File: src/hw/rtl/bsm_pkg.sv
// ----------------------------------------------------------------------------
// bsm_pkg
// Shared types, register group codes and constants of the bank switch mapper.
// ----------------------------------------------------------------------------
package bsm_pkg;

  typedef enum logic {
    OP_WRITE = 1'b0,
    OP_TICK  = 1'b1
  } op_e;

  // register groups, cpu address bits 15..12
  localparam logic [3:0] BANK_PRG0     = 4'h8;
  localparam logic [3:0] BANK_MIRROR   = 4'h9;
  localparam logic [3:0] BANK_PRG1     = 4'hA;
  localparam logic [3:0] BANK_CHR_LO   = 4'hB;
  localparam logic [3:0] BANK_CHR_HI   = 4'hE;
  localparam logic [3:0] BANK_IRQ      = 4'hF;

  // register index inside the irq group
  localparam logic [1:0] IDX_LATCH_LO  = 2'd0;
  localparam logic [1:0] IDX_LATCH_HI  = 2'd1;
  localparam logic [1:0] IDX_CTRL      = 2'd2;
  localparam logic [1:0] IDX_ACK       = 2'd3;

  // irq control bits
  localparam int unsigned CTRL_ACK_EN  = 0;
  localparam int unsigned CTRL_EN      = 1;
  localparam int unsigned CTRL_CYCLE   = 2;

  localparam logic [9:0] PRESCALE_RELOAD = 10'd341;
  localparam logic [9:0] PRESCALE_STEP   = 10'd3;
  localparam logic [9:0] PRESCALE_WRAP   = PRESCALE_RELOAD - PRESCALE_STEP;
  localparam logic [4:0] FIXED_BANK      = 5'h1E;
  localparam logic [7:0] COUNTER_MAX     = 8'hFF;
  localparam int unsigned NUM_CHR        = 8;

  typedef struct packed {
    op_e        op;
    logic [3:0] bank;
    logic [1:0] idx;
    logic [7:0] value;
  } item_t;

  typedef struct packed {
    logic [3:0]                 prg0;
    logic [3:0]                 prg1;
    logic                       swap;
    logic [1:0]                 mirror;
    logic [NUM_CHR-1:0][7:0]    chr;
  } bank_map_t;

  // register index from the window offset: bit pairs ored together
  function automatic logic [1:0] reg_index(input logic [11:0] off);
    reg_index = off[1:0] | off[3:2] | off[5:4] | off[7:6];
  endfunction

endpackage

File: src/hw/rtl/bank_switch_mapper_with_irq_counter.sv
// ----------------------------------------------------------------------------
// bank_switch_mapper_with_irq_counter
// Bank switching mapper with irq counter: input register, register update,
// result register.
// ----------------------------------------------------------------------------
//  channel | handshake             | word
//  in      | in_valid_i/in_ready_o | opcode_i bank_i offset_i value_i
//  out     | out_valid_o/out_ready_i | irq_line_o prg_bank_*_o chr_banks_*_o mirroring_o
//
//  one word per cycle sustained while the output is not stalled; a word
//  goes from the input register through the state update into the result register
//  state registers update as the word leaves the input register
//  reset restores bank map and clears irq state; no clearing pass
//  an output stall holds the result; the input register still takes a word
//  when it is empty
module bank_switch_mapper_with_irq_counter (
  input  logic        clk_i,
  input  logic        rst_ni,
  input  logic        in_valid_i,
  output logic        in_ready_o,
  input  logic        opcode_i,
  input  logic [3:0]  bank_i,
  input  logic [11:0] offset_i,
  input  logic [7:0]  value_i,
  output logic        out_valid_o,
  input  logic        out_ready_i,
  output logic        irq_line_o,
  output logic [4:0]  prg_bank_8000_o,
  output logic [3:0]  prg_bank_a000_o,
  output logic [4:0]  prg_bank_c000_o,
  output logic [31:0] chr_banks_low_o,
  output logic [31:0] chr_banks_high_o,
  output logic [1:0]  mirroring_o
);
  import bsm_pkg::*;

  logic      in_vld_q;
  item_t     in_item_q;
  logic      out_vld_q;
  logic      irq_q;
  bank_map_t map_q;
  logic      advance;
  logic      fire;
  logic      pend_d;
  bank_map_t map_d;

  assign advance    = !out_vld_q || out_ready_i;
  assign fire       = in_vld_q && advance;
  assign in_ready_o = !in_vld_q || advance;

  always_ff @(posedge clk_i or negedge rst_ni) begin
    if (!rst_ni) begin
      in_vld_q  <= 1'b0;
      out_vld_q <= 1'b0;
    end else begin
      if (in_ready_o) begin
        in_vld_q <= in_valid_i;
      end
      if (advance) begin
        out_vld_q <= in_vld_q;
      end
    end
  end

  always_ff @(posedge clk_i) begin
    if (in_valid_i && in_ready_o) begin
      in_item_q.op    <= op_e'(opcode_i);
      in_item_q.bank  <= bank_i;
      in_item_q.idx   <= reg_index(offset_i);
      in_item_q.value <= value_i;
    end
    if (fire) begin
      irq_q <= pend_d;
      map_q <= map_d;
    end
  end

  bsm_bank u_bank (
    .clk_i   (clk_i),
    .rst_ni  (rst_ni),
    .en_i    (fire),
    .item_i  (in_item_q),
    .map_d_o (map_d)
  );

  bsm_irq u_irq (
    .clk_i       (clk_i),
    .rst_ni      (rst_ni),
    .en_i        (fire),
    .item_i      (in_item_q),
    .pending_d_o (pend_d)
  );

  assign out_valid_o      = out_vld_q;
  assign irq_line_o       = irq_q;
  assign prg_bank_8000_o  = map_q.swap ? FIXED_BANK : {1'b0, map_q.prg0};
  assign prg_bank_a000_o  = map_q.prg1;
  assign prg_bank_c000_o  = map_q.swap ? {1'b0, map_q.prg0} : FIXED_BANK;
  assign chr_banks_low_o  = map_q.chr[3:0];
  assign chr_banks_high_o = map_q.chr[7:4];
  assign mirroring_o      = map_q.mirror;

endmodule

File: src/hw/rtl/bsm_bank.sv
// ----------------------------------------------------------------------------
// bsm_bank
// Program, character, swap and mirroring registers with their write decode.
// ----------------------------------------------------------------------------
module bsm_bank (
  input  logic              clk_i,
  input  logic              rst_ni,
  input  logic              en_i,
  input  bsm_pkg::item_t    item_i,
  output bsm_pkg::bank_map_t map_d_o
);
  import bsm_pkg::*;

  bank_map_t  map_q;
  bank_map_t  map_d;
  logic [3:0] chr_grp;
  logic [2:0] chr_sel;

  assign chr_grp = item_i.bank - BANK_CHR_LO;
  assign chr_sel = {chr_grp[1:0], item_i.idx[1]};

  always_comb begin
    map_d = map_q;
    if (en_i && item_i.op == OP_WRITE) begin
      if (item_i.bank inside {[BANK_CHR_LO:BANK_CHR_HI]}) begin
        if (item_i.idx[0]) begin
          map_d.chr[chr_sel][7:4] = item_i.value[3:0];
        end else begin
          map_d.chr[chr_sel][3:0] = item_i.value[3:0];
        end
      end else begin
        case (item_i.bank)
          BANK_PRG0: map_d.prg0 = item_i.value[3:0];
          BANK_PRG1: map_d.prg1 = item_i.value[3:0];
          BANK_MIRROR: begin
            if (item_i.idx[1]) begin
              map_d.swap = item_i.value[1];
            end else begin
              map_d.mirror = item_i.value[1:0];
            end
          end
          default: ;
        endcase
      end
    end
  end

  always_ff @(posedge clk_i or negedge rst_ni) begin
    if (!rst_ni) begin
      map_q.prg0   <= 4'd0;
      map_q.prg1   <= 4'd1;
      map_q.swap   <= 1'b0;
      map_q.mirror <= 2'd0;
      for (int i = 0; i < NUM_CHR; i++) begin
        map_q.chr[i] <= 8'(i);
      end
    end else begin
      map_q <= map_d;
    end
  end

  assign map_d_o = map_d;

endmodule

File: src/hw/rtl/bsm_irq.sv
// ----------------------------------------------------------------------------
// bsm_irq
// IRQ latch, control, prescaler and up counter with pending flag.
// ----------------------------------------------------------------------------
module bsm_irq (
  input  logic           clk_i,
  input  logic           rst_ni,
  input  logic           en_i,
  input  bsm_pkg::item_t item_i,
  output logic           pending_d_o
);
  import bsm_pkg::*;

  logic [7:0] latch_q, latch_d;
  logic [7:0] cnt_q, cnt_d;
  logic [2:0] ctrl_q, ctrl_d;
  logic [9:0] presc_q, presc_d;
  logic       pend_q, pend_d;
  logic       presc_wrap;
  logic       step;

  assign presc_wrap = presc_q < PRESCALE_STEP;

  always_comb begin
    latch_d = latch_q;
    cnt_d   = cnt_q;
    ctrl_d  = ctrl_q;
    presc_d = presc_q;
    pend_d  = pend_q;
    step    = 1'b0;
    if (en_i) begin
      if (item_i.op == OP_TICK) begin
        if (ctrl_q[CTRL_EN]) begin
          if (ctrl_q[CTRL_CYCLE]) begin
            step = 1'b1;
          end else begin
            step    = presc_wrap;
            presc_d = presc_wrap ? presc_q + PRESCALE_WRAP : presc_q - PRESCALE_STEP;
          end
        end
        if (step) begin
          if (cnt_q == COUNTER_MAX) begin
            cnt_d  = latch_q;
            pend_d = 1'b1;
          end else begin
            cnt_d = cnt_q + 8'd1;
          end
        end
      end else if (item_i.bank == BANK_IRQ) begin
        case (item_i.idx)
          IDX_LATCH_LO: latch_d[3:0] = item_i.value[3:0];
          IDX_LATCH_HI: latch_d[7:4] = item_i.value[3:0];
          IDX_CTRL: begin
            ctrl_d = item_i.value[2:0];
            if (item_i.value[CTRL_EN]) begin
              cnt_d   = latch_q;
              presc_d = PRESCALE_RELOAD;
            end
            pend_d = 1'b0;
          end
          IDX_ACK: begin
            ctrl_d[CTRL_EN] = ctrl_q[CTRL_ACK_EN];
            pend_d          = 1'b0;
          end
          default: ;
        endcase
      end
    end
  end

  always_ff @(posedge clk_i or negedge rst_ni) begin
    if (!rst_ni) begin
      latch_q <= '0;
      cnt_q   <= '0;
      ctrl_q  <= '0;
      presc_q <= '0;
      pend_q  <= 1'b0;
    end else begin
      latch_q <= latch_d;
      cnt_q   <= cnt_d;
      ctrl_q  <= ctrl_d;
      presc_q <= presc_d;
      pend_q  <= pend_d;
    end
  end

  assign pending_d_o = pend_d;

endmodule

File: config.mk
export PLATFORM = sky130hd
export DESIGN_NAME = bank_switch_mapper_with_irq_counter
export DESIGN_NICKNAME = d
export VERILOG_FILES = /design/src/hw/rtl/bsm_pkg.sv /design/src/hw/rtl/bank_switch_mapper_with_irq_counter.sv /design/src/hw/rtl/bsm_bank.sv /design/src/hw/rtl/bsm_irq.sv
export SDC_FILE = /design/constraint.sdc
export NUM_CORES = 1
export LEC_CHECK = 0
export ABC_AREA = 1
export ABC_CLOCK_PERIOD_IN_PS = 5500
export BUFFER_PORTS_ARGS = -buffer_cell sky130_fd_sc_hd__buf_2
export CAP_MARGIN = 30
export CORE_UTILIZATION = 57
export CTS_BUF_LIST = sky130_fd_sc_hd__clkbuf_16
export DETAILED_ROUTE_END_ITERATION = 10
export GPL_ROUTABILITY_DRIVEN = 0
export GPL_TIMING_DRIVEN = 0
export PLACE_DENSITY = 0.79
export SYNTH_ARGS = -nofsm -noshare
export SYNTH_HDL_FRONTEND = slang
export SYNTH_SLANG_ARGS = --single-unit
File: constraint.sdc
create_clock -name clk_i -period 5.5 [get_ports clk_i]
set_clock_uncertainty 0.15 [all_clocks]
set_input_delay 0.55 -clock clk_i [delete_from_list [all_inputs] [get_ports clk_i]]
set_output_delay 0.55 -clock clk_i [all_outputs]
set_load 0.01 [all_outputs]
; ---- After elaboration in Yosys (flattened, before gate mapping)
; Cells that the tools add are included.
[totals]
rom_bits = 0
input_bits = 29
mem_count = 0
ram_bits = 0
regBits = 194
latchBits = 0
elab_cells = 124
[op_classes]
n_mul = 0
eq_ne = 11
add_sub_neg = 4
n_lt_le_gt_ge = 5
n_mux = 41
n_bitwise = 4
reduce_logical = 21
div = 0
shift = 0
[op_table]
columns = cell, n
row1 = 64-bit bitwise mux, 2
row2 = 64-bit 2-to-1 mux, 2
row3 = 75-bit 2-to-1 mux, 1
row4 = 10-bit 2-to-1 mux, 7
row5 = 8-bit 2-to-1 mux, 7
row6 = 8-bit demux with 3-bit select, 2
row7 = 4-bit == test (second input constant), 4
row8 = 4-bit AND reduction, 4
row9 = 4-bit 2-to-1 mux, 3
row10 = 1-bit 2-to-1 mux, 11
row11 = 11-bit 2-to-1 mux, 1
row12 = 10-bit by 9-bit adder with 10-bit output (second input constant), 1
row13 = 10-bit by 2-bit less-than comparator with 1-bit output (second input constant), 1
row14 = 5-bit 2-to-1 mux, 2
row15 = 10-bit by 2-bit subtractor with 10-bit output (second input constant), 1
row16 = 8-bit by 1-bit adder with 8-bit output (second input constant), 1
row17 = 8-bit == test (second input constant), 1
row18 = 2-bit nonzero test, 4
row19 = 2-bit bitwise OR, 3
row20 = 6-bit AND reduction, 1
row21 = 1-bit logical AND, 5
row22 = 5-bit AND reduction, 1
row23 = 2-bit == test (second input constant), 2
row24 = 4-bit greater-or-equal comparator (second input constant), 1
row25 = other kinds (15), 18

; ---- Depth between registers and ports, before layout
; Gate-level depths: netlist (run 1).
[logic_depth]
ltp_word = 9
mapped_depth = 12
mapped_depth_nobuf = 12

; ---- Hierarchy
; From an unflattened synthesis (run 1), not the netlist that was laid out.
[unflattened]
cells_unflattened = 820
hier_area_um2 = 8585.7
[by_module_without_submodules]
columns = module, area_per_inst_um2, seq_area_each_um2, cells_each, instances
row1 = bank_switch_mapper_with_irq_counter, 3435.8, 2782.7, 194, 1
row2 = bsm_bank, 3320.7, 1893.1, 377, 1
row3 = bsm_irq, 1829.3, 750.7, 249, 1

; ---- Worst setup path before layout (run 1)
; OpenSTA, ideal clock, no wires.
[synth_path]
kind = in2reg
from = input port out_ready_i
to = register u_irq.presc_q[7]
cell_stages = 7
arrival_ns = 3.863
path_slack_ns = 1.368
setup_time_ns = 0.119
n_path_buf = 0
path_cell_list = inv_1 > a21oi_2 > nand4_2 > inv_2 > nand2_2 > nand2_1 > nor2_1
[synth_between]
elab_chain_len = 3
[synth_lines]
columns = element, line_no
row1 = "start, declared", bank_switch_mapper_with_irq_counter.sv:26  ; input logic out_ready_i,
row2 = 1-bit logical OR, bank_switch_mapper_with_irq_counter.sv:47  ; assign advance = !out_vld_q || out_ready_i;
row3 = 1-bit logical AND, bank_switch_mapper_with_irq_counter.sv:48  ; assign fire = in_vld_q && advance;
row4 = net fire, bank_switch_mapper_with_irq_counter.sv:43  ; logic fire;
row5 = 6-bit AND reduction (no line), n/a
row6 = "end signal, assigned", bsm_irq.sv:82  ; presc_q <= presc_d;
row7 = "end, declared", bsm_irq.sv:17  ; logic [9:0] presc_q, presc_d;
; The timed path passes the listed nets, and every way through them passes these cells.
; A chain may end at the register's enable or synchronous reset.

==> run_results.csv, run 1 <==
group,metric,value,unit
status,status,"finished clean",
hold_path,hold_class,"input pin to flop",
yosys,synth_seq_cells,194,
placed_design,place_hpwl,9.81,mm
power,p_total,3450,uW
grt,antenna_found_initial,0,
sta,rsz0062_at_grt,"false",
sta,tightest_slew,0.579,ns
yosys,synth_top_area_share,32.4,%
sta,finalCriticalPeriod,2.18,ns
placed_design,port_buffers,103,
floorplanning,die_area,0.0146,mm2
critical_path,cp.required,5.48,ns
clocking,cts_tree,"done",
floorplanning,core,0.0138,mm2
grt,grt_pass1_wl,23.3,mm
yosys,synthDistinctLibCells,33,
routing,first_pass_iters,7,
power,p_int,2530,uW
routing,route.detailed.drc,0,
routing,avgViaCountPerCell,4.87,
routing,wl_per_cell,13.3,um
power,pwr-share-clk,31.5,%
yosys,synth-simple-area-share,13.6,%
clocking,postCtsHoldBufs,1,
sta,hold_viol,0,
power,seqPwrFrac,53.1,%
yosys,synth_cells,760,
floorplanning,initial_core_util,58.4,%
clocking,htreeDepth,4,
critical_path,critPathMaxFanout,8,
sta,fmax,458,MHz
power,peakVddDrop,0.211,mV
clocking,clkLatencyLatePin,0.43,ns
clocking,post_cts_resized,0,
critical_path,arrival,2.16,ns
yosys,synthAdderAreaFrac,0.620,%
clocking,cts_buffers,17,
grt,grt.overflow.total,0,
yosys,synth_compound_area_share,7.49,%
clocking,cts_sinks,194,
layout,final_common_cell,"nand2_1",
sta,fin_crit_sh,39.7,%
yosys,syn_area,0.00807,mm2
layout,area_delta_synth_final,17.1,%
grt,grt_max_degree,67,
sta,final-setup-viol-count,0,
power,p_sw,925,uW
yosys,synth_edf_count,87,
routing,drtIter0Drc,517,
routing,drt_wl_total,14.4,mm
sta,hold_slack,0.143,ns
layout,final_util,68.3,%
yosys,synth_flop_cell,"dfrtp_1",
grt,track_usage,21.3,%
yosys,synth_area_leaders,"edfxtp_1 (32%), dfrtp_1 (29%), nand2_1 (7.3%)",
yosys,yosys.area.top_type,"edfxtp_1",
layout,diodes,0,
power,p_per_area,366,mW/mm2
yosys,avgSynthCellArea,10.6,um2
clocking,post-cts-setup-buffers,0,
layout,final_cell_mix,"nand2_1 (157), inv_1 (107), buf_2 (106)",
yosys,ys_seq_area_share,65.8,%
critical_path,reg2reg_setup_slack,3.32,ns
sta,relSlewSlack,61.4,%
placed_design,dp.cells,1047,
floorplanning,die_w,121,um
clocking,clk_path_buf_depth,2,
grt,grt_pass1_vias,4783,
clocking,cts-root-buf,"clkbuf_16",
power,combPwrFrac,15.3,%
layout,nNetsFinal,920,
layout,drive_gt1_share,27.4,%
yosys,synthArstFlopShare,55.2,%
power,switching_share,26.8,%
power,power_leakage,0.00428,uW
yosys,synth_xor_area_share,0.434,%
yosys,yosysWarnings,0,
critical_path,cp-start-kind,"flop",
clocking,clk_pin_slew,0.07,ns
routing,drtAntennaViolNets,0,
yosys,syn-num-nets,793,
routing,vias,5263,
critical_path,critical_path_class,"flop to flop",
flow_run,max_cap_violations,0,
layout,finalNonFillerCells,1080,
sta,slew_viol_final,0,
floorplanning,fp.dieH,121,um
placed_design,placed_cell_area,0.00891,mm2
yosys,synth_mux_area_share,0,%
floorplanning,fp-row-count,43,
layout,final_area,0.00945,mm2
floorplanning,ios,112,
critical_path,crit_path_end_kind,"flop",
yosys,synth_top_family_by_area,"simple AND/OR/NAND/NOR gates",
synth_stat cells, drive strengths merged (2+ instances only):
cell type  number
or2             3
or4             2
o21ai          96
buf            76
nand2         165
a21oi          17
edfxtp         87
xor2            4
clkbuf          4
dfstp          13
nand3b          3
nand4           8
inv           105
nor2           47
nor3            4
dfrtp          94
ha              4
nand3          23
path summary, 6_finish.rpt:
path / startpoint / endpoint / cells past startpoint
worst max register to register: out_valid_o / chr_banks_high_o[7] / 8
worst min-delay path: value_i[3] / in_item_q[3] / 1
worst max-delay path: out_valid_o / chr_banks_high_o[7] / 8
worst min register to register: u_irq.latch_q[7] / u_irq.latch_q[7] / 2
min in group asynchronous: rst_ni / u_irq.presc_q[5] / 2
max in group asynchronous: rst_ni / u_bank.map_q[42] / 3
power by group through the flow:
stage               combinational (uW)  clock, uW  sequential (uW)
floorplan                          370          0             1840
global placement                   491          0             1870
detailed placement                 527          0             1860
CTS                                534       1110             1840
global route                       603       1160             1860
finish                             529       1090             1840
through the flow:
step,setup TNS (ns),setup slack (ns)
after floorplan,0,1.37
after detailed placement,0,3.08
after CTS,0,3.32
final,0,3.32
after global placement,-1.30,-0.223
after global routing,0,3.14
per-layer routing:
layer	part of all wire, %	GRT usage, %	up-vias
met5	0	0	-
met4	1.6	8.10	0
met3	6.1	5.50	22
met2	48	33.6	164
met1	44	28.3	2434
li1	-	-	2643
registers in the layout, indices dropped and copies added, names as in the netlist, 4 cells and up:
name	count
chr_banks_high_o	32
chr_banks_low_o	32
in_item_q	11
map_q	5
prg_bank_a000_o	4
u_bank.map_q	75
u_irq.cnt_q	8
u_irq.latch_q	8
u_irq.presc_q	10
cell families after synthesis:
logic type               after synthesis
AO/OA/AOI/OAI                        116
flip-flops                           194
adder cells (fa/ha/maj)                4
XOR/XNOR                               4
AND/OR/NAND/NOR                      257
buffers and inverters                185
cell type report:
cell class / count / area (um2)
well taps: 180 / 225
clock inverters: 15 / 96.3
fillers: 996 / 4380
clock buffers: 17 / 425
multi-input cells: 381 / 1800
flip-flops and latches: 194 / 5310
plain buffers: 80 / 579
inverters: 105 / 394
repair buffers: 108 / 623
worst max-delay path, stage by stage, from the launching register on:
cell     delay [ns]
dfrtp_1        0.44
nand2_2        0.11
nand2_2        0.08
nor2_2         0.14
nand4_1        0.17
nor2_2         0.27
nand2_1        0.25
nand2_1        0.13
o21ai_0        0.14
Note: power is estimated with default switching activity, not from simulation.
==> inputs of run 2 (changes only) <==
- ABC_AREA: 1 -> 0
- ABC_CLOCK_PERIOD_IN_PS: 5500 -> 2050
- clock period: 5.5 -> 2.05 ns (I/O delays scaled with it)
==> run 2 against run 1 <==
Against the previous run: the flow now finishes with violations (negative setup slack); power rose to 2.7 times the previous value; synthesized area down 1.1%; worst hold slack worse by 0.0080 ns; largest cell class unchanged; routed wire length up 17%; clock-buffer cell count unchanged; largest power group unchanged.
==> run_results.csv, run 2 <==
group,metric,value,unit
sta,slew_viol_final,0,
routing,drtAntennaViolNets,0,
clocking,clk_path_buf_depth,2,
placed_design,place_hpwl,9.82,mm
yosys,synth_flop_cell,"dfrtp_1",
critical_path,crit_chain,"inv_2 -> nand4_4 -> or3_4 -> nor3b_4 -> buf_4 -> mux2_4",
yosys,synth_common_cells,"dfrtp_1 (94), edfxtp_1 (87), mux2_2 (81)",
yosys,yosysMostFrequentCell,"dfrtp_1",
placed_design,placed_cell_area,0.00881,mm2
clocking,cts_tree,"done",
layout,final_area,0.0102,mm2
clocking,cts_sinks,194,
yosys,synthDistinctLibCells,55,
sta,hold_viol,0,
clocking,clkLatencyLatePin,0.43,ns
grt,grt.overflow.total,0,
floorplanning,fp-row-count,42,
yosys,synth_cells,548,
routing,vias,5027,
critical_path,arrival,2.26,ns
routing,first_pass_iters,5,
sta,hold_slack,0.135,ns
layout,largest_reg_flops,75,
clocking,htreeDepth,4,
routing,route.detailed.drc,0,
critical_path,cp.required,2.08,ns
floorplanning,ios,112,
power,peakVddDrop,0.606,mV
power,combPwrFrac,14.2,%
sta,setup_ws,-0.186,ns
clocking,clk_pin_slew,0.07,ns
status,violations,"negative setup slack",
yosys,yosysWarnings,0,
sta,tightest_slew,0.757,ns
sta,finalCriticalPeriod,2.24,ns
critical_path,reg2reg_depth,6,
sta,rsz0062_at_grt,"true",
yosys,synthArstFlopShare,55.2,%
sta,fin_crit_sh,109,%
yosys,synth_seq_cells,194,
critical_path,critPathMaxFanout,5,
layout,final_common_cell,"buf_2",
power,seqPwrFrac,51.3,%
critical_path,critical_path_class,"flop to flop",
power,power_leakage,0.00450,uW
critical_path,slowest_stage,"edfxtp_1",
layout,area_delta_synth_final,27.4,%
sta,fmax,447,MHz
yosys,synth_edf_count,87,
yosys,ys_seq_area_share,66.5,%
critical_path,cp-start-kind,"flop",
floorplanning,core,0.0135,mm2
yosys,yosys.area.top_type,"edfxtp_1",
layout,diodes,0,
yosys,synth_top_area_share,32.7,%
routing,wl_per_cell,18.5,um
floorplanning,initial_core_util,59.3,%
yosys,syn-num-nets,581,
critical_path,crit_path_end_kind,"flop",
yosys,avgSynthCellArea,14.6,um2
grt,grt_max_degree,71,
floorplanning,die_w,120,um
placed_design,port_buffers,103,
power,pwr-share-clk,34.5,%
layout,largest-register,"u_bank.map_q",
clocking,cts_buffers,17,
layout,nNetsFinal,751,
power,p_per_area,903,mW/mm2
routing,avgViaCountPerCell,5.54,
yosys,syn_area,0.00798,mm2
hold_path,hold_class,"input pin to asynchronous set/reset pin",
floorplanning,die_area,0.0145,mm2
power,p_sw,2260,uW
routing,drt_wl_total,16.8,mm
status,status,"finished with violations",
clocking,cts-root-buf,"clkbuf_16",
layout,drive_gt1_share,52.8,%
layout,final_cell_mix,"buf_2 (103), buf_4 (99), dfrtp_1 (91)",
grt,track_usage,24.4,%
grt,grt_pass1_wl,26.5,mm
yosys,synth_area_leaders,"edfxtp_1 (33%), dfrtp_1 (29%), mux2_2 (11%)",
sta,final-setup-viol-count,87,
routing,drtIter0Drc,390,
grt,grt_pass1_vias,5060,
floorplanning,fp.dieH,120,um
flow_run,max_cap_violations,0,
critical_path,critical-path-max-stage-delay,0.42,ns
power,p_int,6920,uW
sta,relSlewSlack,49.5,%
grt,antenna_found_initial,0,
power,switching_share,24.6,%
run 2: cell types whose count changed after synthesis, moves of 8 or more:
cell      delta
nand3_1     -12
nor2_1      -12
o21ai_0     -78
nand2_2      -8
nand2b_1     +8
nand2_1    -133
mux2_2      +81
inv_1       -95
run 2: worst max-delay path, delay by kind of cell (launching register included):
family	cells	cell delay, ns
AND/OR/NAND/NOR	3	0.85
multiplexers	1	0.30
flip-flops	1	0.42
buffers and inverters	2	0.25
run 2: layout make-up:
type                       instances  area [um2]
buffer                            85         596
clock buffer                      17         425
clock inverter                    15         144
fill                             809        3280
inverter                           9        46.3
multi-input combinational        259        2470
sequential                       194        5310
tap                              176         220
timing repair buffer             150         948
timing repair inverter             2        17.5
run 2: per-stage QoR:
step | TNS (ns) | instances | utilization (%) | setup WS [ns] | power [uW]
global placement | -68.95 | 827 | 65.3 | -0.574 | 5750
floorplan | -1.44 | 548 | - | -0.0835 | 5420
global route | -10.72 | 907 | 75.6 | -0.248 | 9520
detailed placement | -19.78 | 828 | 65.5 | -0.328 | 5820
finish | -6.54 | 907 | 75.6 | -0.186 | 9190
CTS | -4.68 | 895 | 74.1 | -0.198 | 9150
run 2: power by group through the flow:
stage	clock network [uW]	logic [uW]	registers [uW]
2_1_floorplan	0	714	4710
3_3_place_gp	0	1000	4750
3_5_place_dp	0	1050	4770
4_1_cts	3220	1220	4700
5_1_grt	3370	1410	4750
6_report	3170	1310	4710
run 2: worst paths after layout:
check / from / end / slack, ns
worst max-delay path: in_item_q[14] / chr_banks_low_o[8] / -0.19
worst min-delay path: rst_ni / u_bank.map_q[15] / 0.13
worst max register to register: in_item_q[14] / chr_banks_low_o[8] / -0.19
worst min register to register: u_bank.map_q[59] / u_bank.map_q[59] / 0.34
max in group asynchronous: rst_ni / u_bank.map_q[58] / 0.84
min in group clk_i: value_i[3] / in_item_q[3] / 0.33
run 2: logic make-up (layout without fill, tap and decap cells):
logic type / count (synthesis) / count (layout) / share of synthesized area [%]
flip-flops: 194 / 194 / 66.5
AND/OR/NAND/NOR: 116 / 116 / 8.06
buffers and inverters: 95 / 278 / 7.85
multiplexers: 90 / 90 / 12.8
AO/OA/AOI/OAI: 49 / 49 / 4.19
adder cells (fa/ha/maj): 4 / 4 / 0.627
run 2: repair_timing:
action / 4_1_cts / 5_1_grt
endpoints found under the hold margin: 50 / 0
setup buffers: 17 / 14
pin swaps: 14 / 21
cloned: 1 / 1
hold buffers: 17 / 0
endpoints found under the setup margin: 143 / 117
resized for setup: 71 / 28
run 2: metal layers:
metal | vias to the layer above | GRT usage [%] | wire (um)
li1 | 2242 | - | -
met1 | 2533 | 30.6 | 7060
met2 | 208 | 39.4 | 8220
met3 | 44 | 6.89 | 1030
met4 | 0 | 11.5 | 442
met5 | - | 0 | 0
